<file path="src/rtl/gis_pkg.sv">
// Shared types, constants and register codes for the gyro interleave smoother.
package gis_pkg;

    localparam int SAMPLE_WIDTH_DEF = 16;
    localparam int RATE_W           = 16;
    localparam int FACTOR_W         = 8;
    localparam int CFG_INDEX_W      = 3;
    localparam int CFG_DATA_W       = 8;
    localparam int PROD_W           = 25;
    localparam int BDIV_W           = PROD_W + 1;
    localparam int MAG_MIN          = 23;
    localparam int DIV_STEPS        = 4;
    localparam int RATE_POS_LIM     = 32767;
    localparam int RATE_NEG_LIM     = 32768;

    localparam logic [FACTOR_W-1:0] DIV_THREE  = 8'd3;
    localparam logic [FACTOR_W-1:0] FACTOR_ONE = 8'd1;

    localparam logic [CFG_INDEX_W-1:0] REG_SMOOTH_EN  = 3'd0;
    localparam logic [CFG_INDEX_W-1:0] REG_TRI_YAW    = 3'd1;
    localparam logic [CFG_INDEX_W-1:0] REG_ROLL_FACT  = 3'd2;
    localparam logic [CFG_INDEX_W-1:0] REG_PITCH_FACT = 3'd3;
    localparam logic [CFG_INDEX_W-1:0] REG_YAW_FACT   = 3'd4;

    typedef enum logic [1:0] {
        MODE_PASS,
        MODE_SMOOTH,
        MODE_TRI
    } mode_t;

    typedef enum logic [2:0] {
        ST_IDLE,
        ST_AVG,
        ST_WAIT_A,
        ST_MUL,
        ST_START_B,
        ST_WAIT_B,
        ST_FINISH
    } state_t;

    typedef struct packed {
        logic load;
        logic start_a;
        logic capture_a;
        logic mul;
        logic start_b;
        logic capture_b;
    } lane_ctrl_t;

endpackage

</file>
<file path="src/rtl/gyro_interleave_smoother.sv">
// Top level of the three-axis gyro interleave averaging and smoothing block.
//
// Usage:
//   Sample channel: sample_valid / sample_stall with first_* and second_*
//   readings for roll, pitch and yaw. A beat moves when valid is high and
//   stall is low. Rate channel: rate_valid / rate_stall with rate_roll,
//   rate_pitch, rate_yaw, one result beat per sample beat.
//   Config channel: cfg_valid / cfg_ready, cfg_index selects the register
//   (smoothing enable, tri yaw smoothing, roll, pitch, yaw factor), cfg_data
//   carries the value. cfg_ready is always high; write only while idle.
// Structure:
//   Three identical lanes, one per axis, run in lockstep. Each lane makes two
//   passes through its own 4-bit-per-cycle divider (average by three, then
//   the smoothing divide). A new sample beat is taken only once the result
//   of the last one has moved into the output register.
// Reset: filter state clears to zero, factors to one, mode bits to zero, and
//   the rate output register empties.
// Stall: a finished result waits in the output register; the next sample is
//   taken and worked on meanwhile, and the block holds it at its last step
//   until the output register frees.
module gyro_interleave_smoother #(
    parameter int SAMPLE_WIDTH = gis_pkg::SAMPLE_WIDTH_DEF
) (
    input  logic                                   clk,
    input  logic                                   rst_n,
    input  logic                                   sample_valid,
    output logic                                   sample_stall,
    input  logic signed [SAMPLE_WIDTH-1:0]         first_roll,
    input  logic signed [SAMPLE_WIDTH-1:0]         first_pitch,
    input  logic signed [SAMPLE_WIDTH-1:0]         first_yaw,
    input  logic signed [SAMPLE_WIDTH-1:0]         second_roll,
    input  logic signed [SAMPLE_WIDTH-1:0]         second_pitch,
    input  logic signed [SAMPLE_WIDTH-1:0]         second_yaw,
    output logic                                   rate_valid,
    input  logic                                   rate_stall,
    output logic signed [gis_pkg::RATE_W-1:0]      rate_roll,
    output logic signed [gis_pkg::RATE_W-1:0]      rate_pitch,
    output logic signed [gis_pkg::RATE_W-1:0]      rate_yaw,
    input  logic                                   cfg_valid,
    output logic                                   cfg_ready,
    input  logic [gis_pkg::CFG_INDEX_W-1:0]        cfg_index,
    input  logic [gis_pkg::CFG_DATA_W-1:0]         cfg_data
);

    localparam int RW = gis_pkg::RATE_W;
    localparam int FW = gis_pkg::FACTOR_W;

    gis_pkg::state_t     state_reg, state_next;
    gis_pkg::lane_ctrl_t ctrl;

    logic          smooth_en_reg;
    logic          tri_yaw_reg;
    logic [FW-1:0] roll_factor_reg;
    logic [FW-1:0] pitch_factor_reg;
    logic [FW-1:0] yaw_factor_reg;

    gis_pkg::mode_t axis_mode;
    gis_pkg::mode_t yaw_mode;

    logic signed [RW-1:0] lane_roll, lane_pitch, lane_yaw;
    logic [2:0]           lane_done;
    logic                 all_done;

    logic                 rate_valid_reg;
    logic signed [RW-1:0] rate_roll_reg, rate_pitch_reg, rate_yaw_reg;
    logic                 out_free;
    logic                 out_load;
    logic                 sample_take;

    // Config registers; always ready
    assign cfg_ready = 1'b1;

    always_ff @(posedge clk or negedge rst_n)
    begin
        if (!rst_n)
        begin
            smooth_en_reg    <= 1'b0;
            tri_yaw_reg      <= 1'b0;
            roll_factor_reg  <= gis_pkg::FACTOR_ONE;
            pitch_factor_reg <= gis_pkg::FACTOR_ONE;
            yaw_factor_reg   <= gis_pkg::FACTOR_ONE;
        end
        else if (cfg_valid && cfg_ready)
        begin
            case (cfg_index)
                gis_pkg::REG_SMOOTH_EN:  smooth_en_reg    <= cfg_data[0];
                gis_pkg::REG_TRI_YAW:    tri_yaw_reg      <= cfg_data[0];
                gis_pkg::REG_ROLL_FACT:  roll_factor_reg  <= cfg_data;
                gis_pkg::REG_PITCH_FACT: pitch_factor_reg <= cfg_data;
                gis_pkg::REG_YAW_FACT:   yaw_factor_reg   <= cfg_data;
                default:                 ;
            endcase
        end
    end

    // Per-axis smoothing wins over tri yaw smoothing
    assign axis_mode = smooth_en_reg ? gis_pkg::MODE_SMOOTH : gis_pkg::MODE_PASS;
    assign yaw_mode  = smooth_en_reg ? gis_pkg::MODE_SMOOTH :
                       (tri_yaw_reg ? gis_pkg::MODE_TRI : gis_pkg::MODE_PASS);

    assign out_free    = !rate_valid_reg || !rate_stall;
    assign all_done    = &lane_done;
    assign sample_take = sample_valid && !sample_stall;

    // Next state
    always_comb
    begin
        state_next = state_reg;
        case (state_reg)
            gis_pkg::ST_IDLE:    if (sample_valid) state_next = gis_pkg::ST_AVG;
            gis_pkg::ST_AVG:     state_next = gis_pkg::ST_WAIT_A;
            gis_pkg::ST_WAIT_A:  if (all_done) state_next = gis_pkg::ST_MUL;
            gis_pkg::ST_MUL:     state_next = gis_pkg::ST_START_B;
            gis_pkg::ST_START_B: state_next = gis_pkg::ST_WAIT_B;
            gis_pkg::ST_WAIT_B:  if (all_done) state_next = gis_pkg::ST_FINISH;
            gis_pkg::ST_FINISH:  if (out_free) state_next = gis_pkg::ST_IDLE;
            default:             state_next = gis_pkg::ST_IDLE;
        endcase
    end

    // Outputs of the sequencer
    always_comb
    begin
        ctrl         = '0;
        sample_stall = 1'b1;
        out_load     = 1'b0;
        case (state_reg)
            gis_pkg::ST_IDLE:
            begin
                sample_stall = 1'b0;
                ctrl.load    = sample_valid;
            end
            gis_pkg::ST_AVG:     ctrl.start_a   = 1'b1;
            gis_pkg::ST_WAIT_A:  ctrl.capture_a = all_done;
            gis_pkg::ST_MUL:     ctrl.mul       = 1'b1;
            gis_pkg::ST_START_B: ctrl.start_b   = 1'b1;
            gis_pkg::ST_WAIT_B:  ctrl.capture_b = all_done;
            gis_pkg::ST_FINISH:  out_load       = out_free;
            default:             ;
        endcase
    end

    always_ff @(posedge clk or negedge rst_n)
    begin
        if (!rst_n)
            state_reg <= gis_pkg::ST_IDLE;
        else
            state_reg <= state_next;
    end

    gis_lane #(.SAMPLE_WIDTH (SAMPLE_WIDTH)) u_lane_roll (
        .clk    (clk),
        .rst_n  (rst_n),
        .ctrl   (ctrl),
        .mode   (axis_mode),
        .factor (roll_factor_reg),
        .first  (first_roll),
        .second (second_roll),
        .rate   (lane_roll),
        .done   (lane_done[0])
    );

    gis_lane #(.SAMPLE_WIDTH (SAMPLE_WIDTH)) u_lane_pitch (
        .clk    (clk),
        .rst_n  (rst_n),
        .ctrl   (ctrl),
        .mode   (axis_mode),
        .factor (pitch_factor_reg),
        .first  (first_pitch),
        .second (second_pitch),
        .rate   (lane_pitch),
        .done   (lane_done[1])
    );

    gis_lane #(.SAMPLE_WIDTH (SAMPLE_WIDTH)) u_lane_yaw (
        .clk    (clk),
        .rst_n  (rst_n),
        .ctrl   (ctrl),
        .mode   (yaw_mode),
        .factor (yaw_factor_reg),
        .first  (first_yaw),
        .second (second_yaw),
        .rate   (lane_yaw),
        .done   (lane_done[2])
    );

    // Merge the three lanes into the output register; hold it while stalled
    always_ff @(posedge clk or negedge rst_n)
    begin
        if (!rst_n)
            rate_valid_reg <= 1'b0;
        else if (out_load)
            rate_valid_reg <= 1'b1;
        else if (!rate_stall)
            rate_valid_reg <= 1'b0;
    end

    always_ff @(posedge clk)
    begin
        if (out_load)
        begin
            rate_roll_reg  <= lane_roll;
            rate_pitch_reg <= lane_pitch;
            rate_yaw_reg   <= lane_yaw;
        end
    end

    assign rate_valid = rate_valid_reg;
    assign rate_roll  = rate_roll_reg;
    assign rate_pitch = rate_pitch_reg;
    assign rate_yaw   = rate_yaw_reg;

    // A taken sample closes the input until its result is handed off
    a_take_closes: assert property (@(posedge clk) disable iff (!rst_n)
        sample_take |=> sample_stall)
        else $error("sample channel reopened right after a beat");

    // Lanes run in lockstep, so their dividers finish together
    a_lanes_lockstep: assert property (@(posedge clk) disable iff (!rst_n)
        (lane_done == 3'b000) || (lane_done == 3'b111))
        else $error("lane dividers out of step");

    // A finished item with a free output register shows up next cycle
    a_finish_delivers: assert property (@(posedge clk) disable iff (!rst_n)
        (state_reg == gis_pkg::ST_FINISH) && out_free |=> rate_valid)
        else $error("finished result not presented");

    // Dividers only report done while the sequencer waits for them
    a_done_in_wait: assert property (@(posedge clk) disable iff (!rst_n)
        all_done |-> (state_reg == gis_pkg::ST_WAIT_A) || (state_reg == gis_pkg::ST_WAIT_B))
        else $error("divider finished outside a wait step");

endmodule

</file>
<file path="src/rtl/gis_divider.sv">
// Unsigned serial divider, four quotient bits per cycle, 8-bit divisor.
module gis_divider #(
    parameter int DIV_WIDTH = 24
) (
    input  logic                                 clk,
    input  logic                                 rst_n,
    input  logic                                 start,
    input  logic [DIV_WIDTH-1:0]                 dividend,
    input  logic [gis_pkg::FACTOR_W-1:0]         divisor,
    output logic [DIV_WIDTH-1:0]                 quotient,
    output logic                                 done
);

    localparam int ITER  = DIV_WIDTH / gis_pkg::DIV_STEPS;
    localparam int CNT_W = $clog2(ITER + 1);
    localparam int FW    = gis_pkg::FACTOR_W;

    logic [DIV_WIDTH-1:0] quo_reg, quo_next;
    logic [FW-1:0]        rem_reg, rem_next;
    logic [FW-1:0]        dsr_reg;
    logic [CNT_W-1:0]     cnt_reg;
    logic                 busy_reg;
    logic                 done_reg;

    // Restoring steps: shift one dividend bit into the remainder each step
    always_comb
    begin
        logic [FW:0] trial;
        quo_next = quo_reg;
        rem_next = rem_reg;
        for (int s = 0; s < gis_pkg::DIV_STEPS; s++)
        begin
            trial = {rem_next, quo_next[DIV_WIDTH-1]};
            if (trial >= {1'b0, dsr_reg})
            begin
                trial    = trial - {1'b0, dsr_reg};
                quo_next = {quo_next[DIV_WIDTH-2:0], 1'b1};
            end
            else
            begin
                quo_next = {quo_next[DIV_WIDTH-2:0], 1'b0};
            end
            rem_next = trial[FW-1:0];
        end
    end

    always_ff @(posedge clk or negedge rst_n)
    begin
        if (!rst_n)
        begin
            busy_reg <= 1'b0;
            done_reg <= 1'b0;
            cnt_reg  <= '0;
        end
        else if (start)
        begin
            busy_reg <= 1'b1;
            done_reg <= 1'b0;
            cnt_reg  <= CNT_W'(ITER);
        end
        else if (busy_reg)
        begin
            cnt_reg <= cnt_reg - CNT_W'(1);
            if (cnt_reg == CNT_W'(1))
            begin
                busy_reg <= 1'b0;
                done_reg <= 1'b1;
            end
        end
        else
        begin
            done_reg <= 1'b0;
        end
    end

    always_ff @(posedge clk)
    begin
        if (start)
        begin
            quo_reg <= dividend;
            rem_reg <= '0;
            dsr_reg <= divisor;
        end
        else if (busy_reg)
        begin
            quo_reg <= quo_next;
            rem_reg <= rem_next;
        end
    end

    assign quotient = quo_reg;
    assign done     = done_reg;

endmodule

</file>
<file path="src/rtl/gis_lane.sv">
// One axis lane: interleave sum, averaging divide, optional smoothing divide.
module gis_lane #(
    parameter int SAMPLE_WIDTH = gis_pkg::SAMPLE_WIDTH_DEF
) (
    input  logic                                clk,
    input  logic                                rst_n,
    input  gis_pkg::lane_ctrl_t                 ctrl,
    input  gis_pkg::mode_t                      mode,
    input  logic [gis_pkg::FACTOR_W-1:0]        factor,
    input  logic signed [SAMPLE_WIDTH-1:0]      first,
    input  logic signed [SAMPLE_WIDTH-1:0]      second,
    output logic signed [gis_pkg::RATE_W-1:0]   rate,
    output logic                                done
);

    localparam int SW      = SAMPLE_WIDTH;
    localparam int SUM_W   = SW + 1;
    localparam int AVG_W   = SW + 2;
    localparam int RW      = gis_pkg::RATE_W;
    localparam int FW      = gis_pkg::FACTOR_W;
    localparam int PW      = gis_pkg::PROD_W;
    localparam int BW      = gis_pkg::BDIV_W;
    localparam int MAG_RAW = (SUM_W > gis_pkg::MAG_MIN) ? SUM_W : gis_pkg::MAG_MIN;
    localparam int DW      = ((MAG_RAW + gis_pkg::DIV_STEPS - 1) / gis_pkg::DIV_STEPS)
                             * gis_pkg::DIV_STEPS;

    logic signed [SUM_W-1:0] sum_reg;
    logic signed [SUM_W-1:0] half_reg;
    logic signed [RW-1:0]    smooth_reg;
    logic signed [RW-1:0]    tri_reg;
    logic signed [RW-1:0]    rate_reg;
    logic signed [PW-1:0]    prod_reg;
    logic                    neg_reg;

    logic signed [SUM_W-1:0] sum_next;
    logic [AVG_W-1:0]        half_tmp;
    logic [SUM_W-1:0]        half_next;
    logic [AVG_W-1:0]        avg_div;
    logic                    neg_a;
    logic [AVG_W-1:0]        abs_a;
    logic [AVG_W+DW-1:0]     ext_a;
    logic [FW-1:0]           k_eff;
    logic [FW-1:0]           km1;
    logic signed [FW:0]      km1_s;
    logic signed [PW-1:0]    prod_next;
    logic [BW-1:0]           b_div;
    logic                    neg_b;
    logic [BW-1:0]           abs_b;
    logic [BW+DW-1:0]        ext_b;
    logic                    div_start;
    logic [DW-1:0]           div_dividend;
    logic [FW-1:0]           div_divisor;
    logic [DW-1:0]           quotient;
    logic signed [RW-1:0]    q_sat;

    function automatic logic signed [RW-1:0] sat_rate(input logic [DW-1:0] q,
                                                      input logic neg);
        logic [RW-1:0] low;
        low = q[RW-1:0];
        if (!neg)
            return (q > DW'(gis_pkg::RATE_POS_LIM)) ? {1'b0, {(RW-1){1'b1}}} : low;
        return (q > DW'(gis_pkg::RATE_NEG_LIM)) ? {1'b1, {(RW-1){1'b0}}} : (~low + 1'b1);
    endfunction

    assign sum_next = {first[SW-1], first} + {second[SW-1], second};

    // Halve toward zero: bias negative sums by one before the shift
    assign half_tmp  = {sum_reg[SW], sum_reg} + AVG_W'(sum_reg[SW]);
    assign half_next = half_tmp[AVG_W-1:1];

    assign avg_div = {sum_reg[SW], sum_reg} + {half_reg[SW], half_reg};
    assign neg_a   = avg_div[AVG_W-1];
    assign abs_a   = neg_a ? (~avg_div + 1'b1) : avg_div;
    assign ext_a   = {{DW{1'b0}}, abs_a};

    assign k_eff = (factor == '0) ? gis_pkg::FACTOR_ONE : factor;
    assign km1   = k_eff - gis_pkg::FACTOR_ONE;
    assign km1_s = {1'b0, km1};

    always_comb
    begin
        case (mode)
            gis_pkg::MODE_SMOOTH: prod_next = smooth_reg * km1_s;
            gis_pkg::MODE_TRI:    prod_next = {{(PW-RW-1){tri_reg[RW-1]}}, tri_reg, 1'b0};
            default:              prod_next = '0;
        endcase
    end

    assign b_div = {prod_reg[PW-1], prod_reg} + {{(BW-RW){rate_reg[RW-1]}}, rate_reg}
                   + BW'(mode == gis_pkg::MODE_SMOOTH);
    assign neg_b = b_div[BW-1];
    assign abs_b = neg_b ? (~b_div + 1'b1) : b_div;
    assign ext_b = {{DW{1'b0}}, abs_b};

    assign div_start    = ctrl.start_a | ctrl.start_b;
    assign div_dividend = ctrl.start_b ? ext_b[DW-1:0] : ext_a[DW-1:0];
    assign div_divisor  = (ctrl.start_b && mode == gis_pkg::MODE_SMOOTH) ? k_eff
                                                                          : gis_pkg::DIV_THREE;

    gis_divider #(
        .DIV_WIDTH (DW)
    ) u_div (
        .clk      (clk),
        .rst_n    (rst_n),
        .start    (div_start),
        .dividend (div_dividend),
        .divisor  (div_divisor),
        .quotient (quotient),
        .done     (done)
    );

    assign q_sat = sat_rate(quotient, neg_reg);

    // Filter state
    always_ff @(posedge clk or negedge rst_n)
    begin
        if (!rst_n)
        begin
            half_reg   <= '0;
            smooth_reg <= '0;
            tri_reg    <= '0;
        end
        else
        begin
            if (ctrl.start_a)
                half_reg <= half_next;
            if (ctrl.capture_b && mode == gis_pkg::MODE_SMOOTH)
                smooth_reg <= q_sat;
            if (ctrl.capture_b && mode == gis_pkg::MODE_TRI)
                tri_reg <= q_sat;
        end
    end

    // Working registers
    always_ff @(posedge clk)
    begin
        if (ctrl.load)
            sum_reg <= sum_next;
        if (ctrl.start_a)
            neg_reg <= neg_a;
        else if (ctrl.start_b)
            neg_reg <= neg_b;
        if (ctrl.mul)
            prod_reg <= prod_next;
        if (ctrl.capture_a)
            rate_reg <= q_sat;
        else if (ctrl.capture_b && mode != gis_pkg::MODE_PASS)
            rate_reg <= q_sat;
    end

    assign rate = rate_reg;

endmodule

</file>
<file path="config.mk">
export PLATFORM = sky130hd
export DESIGN_NAME = gyro_interleave_smoother
export DESIGN_NICKNAME = d
export VERILOG_FILES = /design/src/rtl/gis_pkg.sv /design/src/rtl/gyro_interleave_smoother.sv /design/src/rtl/gis_divider.sv /design/src/rtl/gis_lane.sv
export SDC_FILE = /design/constraint.sdc
export NUM_CORES = 2
export LEC_CHECK = 0
export BUFFER_PORTS_ARGS = -buffer_cell sky130_fd_sc_hd__buf_2
export CAP_MARGIN = 20
export CORE_ASPECT_RATIO = 0.7
export CORE_UTILIZATION = 50
export DETAILED_ROUTE_END_ITERATION = 8
export PLACE_DENSITY_LB_ADDON = 0.1
export SYNTH_ARGS = -nofsm -noshare
export SYNTH_HDL_FRONTEND = slang
export SYNTH_SLANG_ARGS = --single-unit
</file>
<file path="constraint.sdc">
create_clock -name clk -period 15.5 [get_ports clk]
set_input_delay 1.55 -clock clk [delete_from_list [all_inputs] [get_ports clk]]
set_output_delay 1.55 -clock clk [all_outputs]
set_load 0.02 [all_outputs]
</file>
After elaboration in Yosys (flattened, before gate mapping)
Cells that the tools add are included.
- register bits after elaboration: 537
- input port bits: 112
- output and inout port bits: 51
- word-level logic and storage cells: 286
- add/sub/neg operators: 42
- multiply operators: 3
- magnitude comparators: 18
- equality and inequality tests: 25
- muxes and demuxes: 108
- bitwise operators: 10
- reductions and logical operators: 31
- operators by type and width (cell ; count):
    $mux 24 ; 12
    $mux 16 ; 15
    $pmux 25 s2 ; 3
    $mux 8 ; 15
    $ge 9x8->1 ; 12
    $sub 8x8->8 ; 12
    $add 25x16->26 ; 3
    $add 26x1->26 ; 3
    $mul 16x9->25 ; 3
    $add 24x1->24 const B ; 3
    $gt 24x15->1 const B ; 3
    $gt 24x16->1 const B ; 3
    $not 24->24 ; 3
    $add 17x17->18 ; 3
    $add 17x2->18 ; 3
    $add 18x1->18 const B ; 3
    $mux 18 ; 3
    $not 18->18 ; 3
    $add 16x16->17 ; 3
    $add 16x1->16 const B ; 3
    $not 16->16 ; 3
    $mux 1 ; 47
    $mux 3 ; 10
    $logic_not 8->1 ; 3
    24 further kinds ; 63

Longest topological paths before layout
- depth in word-level cells: 10
- mapped depth: 40
- mapped depth without buffers: 38

Modules after synthesis
Synthesis repeated with hierarchy kept, for this count alone.
- cells, all modules: 6009
- area total of the unflattened synthesis: 55020.3 um^2
- modules (own cells, without submodules) (module ; times used ; cells each ; area an instance (um^2) ; seq. area each (um^2)):
    gis_lane (u_lane_yaw) ; 1 ; 1626 ; 14056.0 ; 2997.9
    gis_lane (u_lane_roll) ; 1 ; 1574 ; 13595.5 ; 2997.9
    gis_lane (u_lane_pitch) ; 1 ; 1564 ; 13410.4 ; 2997.9
    gis_divider ; 3 ; 368 ; 3741.1 ; 1246.2
    gyro_interleave_smoother ; 1 ; 141 ; 2735.1 ; 2195.9

Least setup slack after synthesis
Ideal clock, no wire load.
- path kind: reg2reg
- from: register u_lane_roll.u_div.dsr_reg[1]
- to: register u_lane_roll.u_div.rem_reg[0]
- library setup time: 116 ps
- arrival: 8685 ps
- data required time: 15384 ps
- path slack: 6699 ps
- cell stages (with the launch flop): 38
- buffers on the path: 2
- clock period less this slack: 8801 ps
- cell sequence: edfxtp_1 -> inv_1 -> ha_1 -> a21oi_1 -> o211ai_1 -> and3_1 -> or2_2 -> buf_2 -> o21ai_0 -> inv_1 -> ha_1 -> nor2b_1 -> o21ai_0 -> a21oi_1 -> o21ai_0 -> a211o_1 -> and3_1 -> clkbuf_1 -> [2 not listed] -> a21oi_1 -> nor2_1 -> nor3_1 -> o21ai_0 -> o21a_1 -> a311oi_4 -> mux2i_1 -> ha_1 -> nor2b_1 -> o21ai_0 -> a21boi_0 -> o21ai_0 -> a21oi_1 -> o31a_1 -> a2111oi_0 -> mux2i_2 -> mux2i_1 -> a31o_2
- word-level cells in the longest chain between the ends: 8
- elaborated cells between the ends (all ways): 11
- classes of those cells: add/sub: 3; order compare: 4; mux: 4
- RTL lines (what ; line ; text):
    from (decl) ; gis_divider.sv:20 ; logic [FW-1:0] dsr_reg;
    from (signal assigned) ; gis_divider.sv:82 ; dsr_reg <= divisor;
    $sub 8x8->8 / $ge 9x8->1 (equally long branches) ; gis_divider.sv:36, gis_divider.sv:34 ;
    $mux 8 ; gis_divider.sv:34 ; if (trial >= {1'b0, dsr_reg})
    $sub 8x8->8 / $ge 9x8->1 (equally long branches) ; gis_divider.sv:36, gis_divider.sv:34 ;
    $mux 8 ; gis_divider.sv:34 ;
    $sub 8x8->8 / $ge 9x8->1 (equally long branches) ; gis_divider.sv:36, gis_divider.sv:34 ;
    $mux 8 ; gis_divider.sv:34 ;
    $ge 9x8->1 * ; gis_divider.sv:34 ;
    $mux 8 * ; gis_divider.sv:34 ;
    to (signal assigned) ; gis_divider.sv:87 ; rem_reg <= rem_next;
    to (decl) ; gis_divider.sv:19 ; logic [FW-1:0] rem_reg, rem_next;
Mark *: on every way between the ends. The rest lies on a longest branch, timed or not.
A chain may end at the register's enable or synchronous reset.

Worst setup path after layout
- from: register u_lane_roll.u_div.dsr_reg[1]
- to: register u_lane_roll.u_div.quo_reg[0] (netlist: u_lane_roll.u_div.quotient[0]) (data pin)
- word-level cells in the longest chain between the ends: 10
- elaborated cells between the ends (all ways): 13
- classes of those cells: add/sub: 3; order compare: 4; mux: 6
- RTL lines (what ; line ; text):
    $sub 8x8->8 / $ge 9x8->1 (equally long branches) ; gis_divider.sv:36, gis_divider.sv:34 ;
    $mux 8 ; gis_divider.sv:34 ;
    $sub 8x8->8 / $ge 9x8->1 (equally long branches) ; gis_divider.sv:36, gis_divider.sv:34 ;
    $mux 8 ; gis_divider.sv:34 ;
    $sub 8x8->8 / $ge 9x8->1 (equally long branches) ; gis_divider.sv:36, gis_divider.sv:34 ;
    $mux 8 ; gis_divider.sv:34 ;
    $ge 9x8->1 * ; gis_divider.sv:34 ;
    $mux 1 * ; gis_divider.sv:34 ;
    $mux 24 * ; gis_divider.sv:84 ; else if (busy_reg)
    $mux 24 * ; gis_divider.sv:78 ; if (start)
    to (signal assigned) ; gis_divider.sv:80 ; quo_reg <= dividend;
    to (signal assigned) ; gis_divider.sv:86 ; quo_reg <= quo_next;
    to (decl) ; gis_divider.sv:18 ; logic [DIV_WIDTH-1:0] quo_reg, quo_next;
Mark *: on every way between the ends. The rest lies on a longest branch, timed or not. The select of a mux whose other input is x is not followed.

==> summary.md <==
| Metric | Value |
|---|---|
| RR Startpoint | `u_lane_roll.u_div.dsr_reg[1]$_SDFFCE_PN1N_` |
| H-tree Lvls | `2` |
| Routed via count | `40710` |
| Critical path fanouts, max | `10` |
| Largest net degree at the start of global routing | `80` |
| CP required | `15.84 ns` |
| Post-route cell area | `0.05511 mm^2` |
| Hold-fix buffers, CTS | `0` |
| Mapped cell area | `a little over 0.05 mm^2` |
| DRT Pass-1 Iters | `8` |
| # IOs | `between 150 and 200` |
| Post-Route M1 WL | `69.10 mm` |
| Vias in the first global route | `roughly 39000` |
| Die width | `between 300 and 400 um` |
| Drt wl/cell | `between 15 and 20 um` |
| Reg clk slew, reported paths | `0.06 ns` |
| Final setup vio count | `0` |
| Initial antenna violation count | `7` |
| Sequential element share of the synthesized area | `27.78%` |
| Vias per std cell | `5.768` |
| Post_cts resized | `0` |
| Post-DRT Antenna Nets | `0` |
| Max_cap viols | `0` |
| Crit path buf inv count | `2` |
| Area growth, synth to finish | `8.367%` |
| Clock Sinks | `505` |
| Crit Path Category | `flip-flop to flip-flop` |
| Met3 wire len | `about 10 mm` |
| Critical path origin | `u_lane_roll.u_div.dsr_reg[1]$_SDFFCE_PN1N_` |
| Yosys reg bits | `approximately 510` |
| Total grt overflow | `0` |
| Critical Path AT | `10.88 ns` |
| Post-synth EDFFs | `321` |
| Crit path max-delay cell type | `a311oi_4` |
| Max Clk Rate | `0.09487 GHz` |
| Cell repeated most along the worst path | `o21ai_0` |
| Hold WC Path Type | `flip-flop to flip-flop` |
| WL final | `approximately 140 mm` |
| Nets | `approximately 6600` |
| Status | `finished with violations` |
| Slew HR | `between 20% and 30%` |
| Worst Hold Path EP | `rate_roll[4]$_DFFE_PP_` |
| Gpl congestion | `0.9612` |
| Fin crit period | `10.54 ns` |
| Worst setup EP type | `flip-flop` |
| Worst-margin pin slew | `approximately 1.2 ns` |
| Clock root cell | `clkbuf_16` |
| Hold wc startpoint | `u_lane_roll.rate[4]$_DFFE_PP_` |
| Setup Fix Bufs, Post-CTS | `0` |
| DP HPWL | `110.0 mm` |
| Die ar. | `0.1030 mm^2` |
| Post-synthesis cell type count | `97` |
| Mapped Nets | `between 6000 and 7000` |
| Final period util | `between 60% and 70%` |
| Failing checks | `DRC` |
| Die height | `268.8 um` |
| Clk Latency, worst-skew pair | `0.65 ns` |
| CTS tree | `done` |
| Crit path max-delay family | `compound AO/OA/AOI/OAI gates` |
| GRT Util Overall | `26.99%` |
| FF-to-FF setup slack | `approximately 5 ns` |
| Non-filler instance count after layout | `just over 7000` |
| Yosys Warn Count | `0` |
| Syn_area_per_cell | `approximately 9.2 um^2` |
| Final Hold Violating Endpoints | `0` |
| Num CTS Buffers | `52` |
| Worst path max stage delay | `0.69 ns` |
| Setup TNS | `0 ns` |
| Initial Util | `~51%` |
| Synth Instances | `approximately 5600` |
| DP Cell Count | `6950` |
| Share of cells above drive strength 1 | `8.183%` |
| Worst Clk Skew | `0.03247 ns` |
| Cell count of the worst reg-to-reg path | `35` |
| Setup crit start kind | `flip-flop` |
| Reg-to-reg endpoint | `u_lane_roll.u_div.quotient[0]$_DFFE_PP_` |
| RSZ-0062 raised after global routing | `no` |
| Residual DRC | `8` |
| Top sig layer | `met5` |
| End-of-flow core utilization | `54.91%` |
| DRT iter0 DRCs | `3086` |
| Area after DPL | `between 0.05 and 0.06 mm^2` |
| Max Root-Sink Buffers | `3` |
| I/O Buffers | `between 150 and 200` |
| Hold Path Cell Cnt | `0` |
| Metal2 WL | `between 50 and 60 mm` |
| First-pass GRT wire length | `219.9 mm` |
| Max-slew violation total from the final report | `0` |
| Most used flip-flop cell after synthesis | `edfxtp_1` |
| Core area | `roughly 0.10 mm^2` |
| Async SR Flop Fraction | `a little under a third` |
| Cell Rows | `97` |
placed cells by master (no fill, tap or decap), types with 56 or more instances in the layout:
master    count
and3_1       56
a21o_1      100
nor3_1      122
a21oi_1     276
nor2b_1     241
a211oi_1     66
o21a_1       60
mux2_2       85
nand2b_1     89
inv_1       628
xor2_1      139
o21ai_0     352
buf_2       164
nand3_1     117
edfxtp_1    321
nor2_1      315
dfrtp_1     156
nand2_1     452
fa_1        330
ha_1        438
and2_1      126
xnor2_1     233
metal layers:
metal	vias up	GRT usage [%]
met3	124	5.446
met4	2	4.962
li1	19650	-
met2	1033	38.76
met5	-	0
met1	19900	41.78
synthesized netlist by cell type, drive strengths merged, types with 47 or more instances:
library cell / n / area [um^2]
nand4: 47 / 294.0
and2: 127 / 794.5
o21a: 60 / 450.4
inv: 628 / 2357
xor2: 143 / 1252
dfrtp: 157 / 3929
nand3: 117 / 585.6
ha: 438 / 5480
nand2b: 90 / 563.0
fa: 330 / 6606
nor2b: 242 / 1514
o21ai: 355 / 1777
or3: 61 / 411.6
xnor2: 233 / 2041
a211oi: 66 / 495.5
a21oi: 279 / 1396
a21o: 103 / 777.0
mux2: 86 / 972.2
nor3: 123 / 620.6
nor2: 319 / 1197
nand2: 454 / 1704
clkbuf: 137 / 515.5
and3: 56 / 350.3
edfxtp: 321 / 9639
logic make-up (layout without fill, tap and decap cells):
| group | count (synthesis) | after routing | share of synthesized area, % |
|---|---|---|---|
| buffers and inverters | 777 | 939 | 5.759 |
| multiplexers | 123 | 123 | 2.647 |
| adder cells (fa/ha/maj) | 768 | 768 | 23.77 |
| AND/OR/NAND/NOR | 1761 | 1761 | 17.63 |
| AO/OA/AOI/OAI | 1246 | 1246 | 15.94 |
| other | 1 | 3 | 0.007373 |
| XOR/XNOR | 376 | 376 | 6.475 |
| flip-flops | 505 | 505 | 27.78 |
worst max path at each step:
stage / end / slack [ns] / cells past startpoint
6_report: u_lane_roll.u_div.quotient[0]$_DFFE_PP_ / 4.96 / 35
5_1_grt: u_lane_roll.u_div.quotient[0]$_DFFE_PP_ / 4.13 / 35
4_1_cts: u_lane_roll.u_div.quotient[0]$_DFFE_PP_ / 5.14 / 35
3_5_place_dp: u_lane_roll.u_div.quotient[0]$_DFFE_PP_ / 5.18 / 35
3_3_place_gp: u_lane_roll.u_div.quotient[0]$_DFFE_PP_ / 5.25 / 35
2_1_floorplan: u_lane_roll.u_div.rem_reg[0]$_SDFFE_PN0P_ / 6.70 / 37
final cells by class:
class,instances,area (um^2)
Antenna cell,2,5.005
Clock buffer,58,1324
Clock inverter,40,456.7
Fill cell,9142,45260
Inverter,629,2361
Multi-Input combinational cell,4275,33910
Sequential cell,505,14130
Tap cell,1336,1672
Timing Repair Buffer,212,1255
worst reg2reg max path, delay by kind of cell, from the launching register on:
kind	cells	cell delay [ns]
buf+inv	2	0.36
mux	3	1.21
flops	1	0.46
simple gates	8	2.10
compound gates	18	4.86
fa+ha+maj	4	1.25
metrics by stage:
stage          hold slack (ns)  setup slack, ns
2_1_floorplan           0.4334            6.699
3_3_place_gp            0.4439            5.250
3_5_place_dp            0.4435            5.178
4_1_cts                 0.4607            5.136
5_1_grt                 0.4636            4.135
6_report                0.4629            4.959
Power is left out: the tool's default activity adds up to more than one toggle a clock period on the data nets, which glitch-free logic cannot reach.
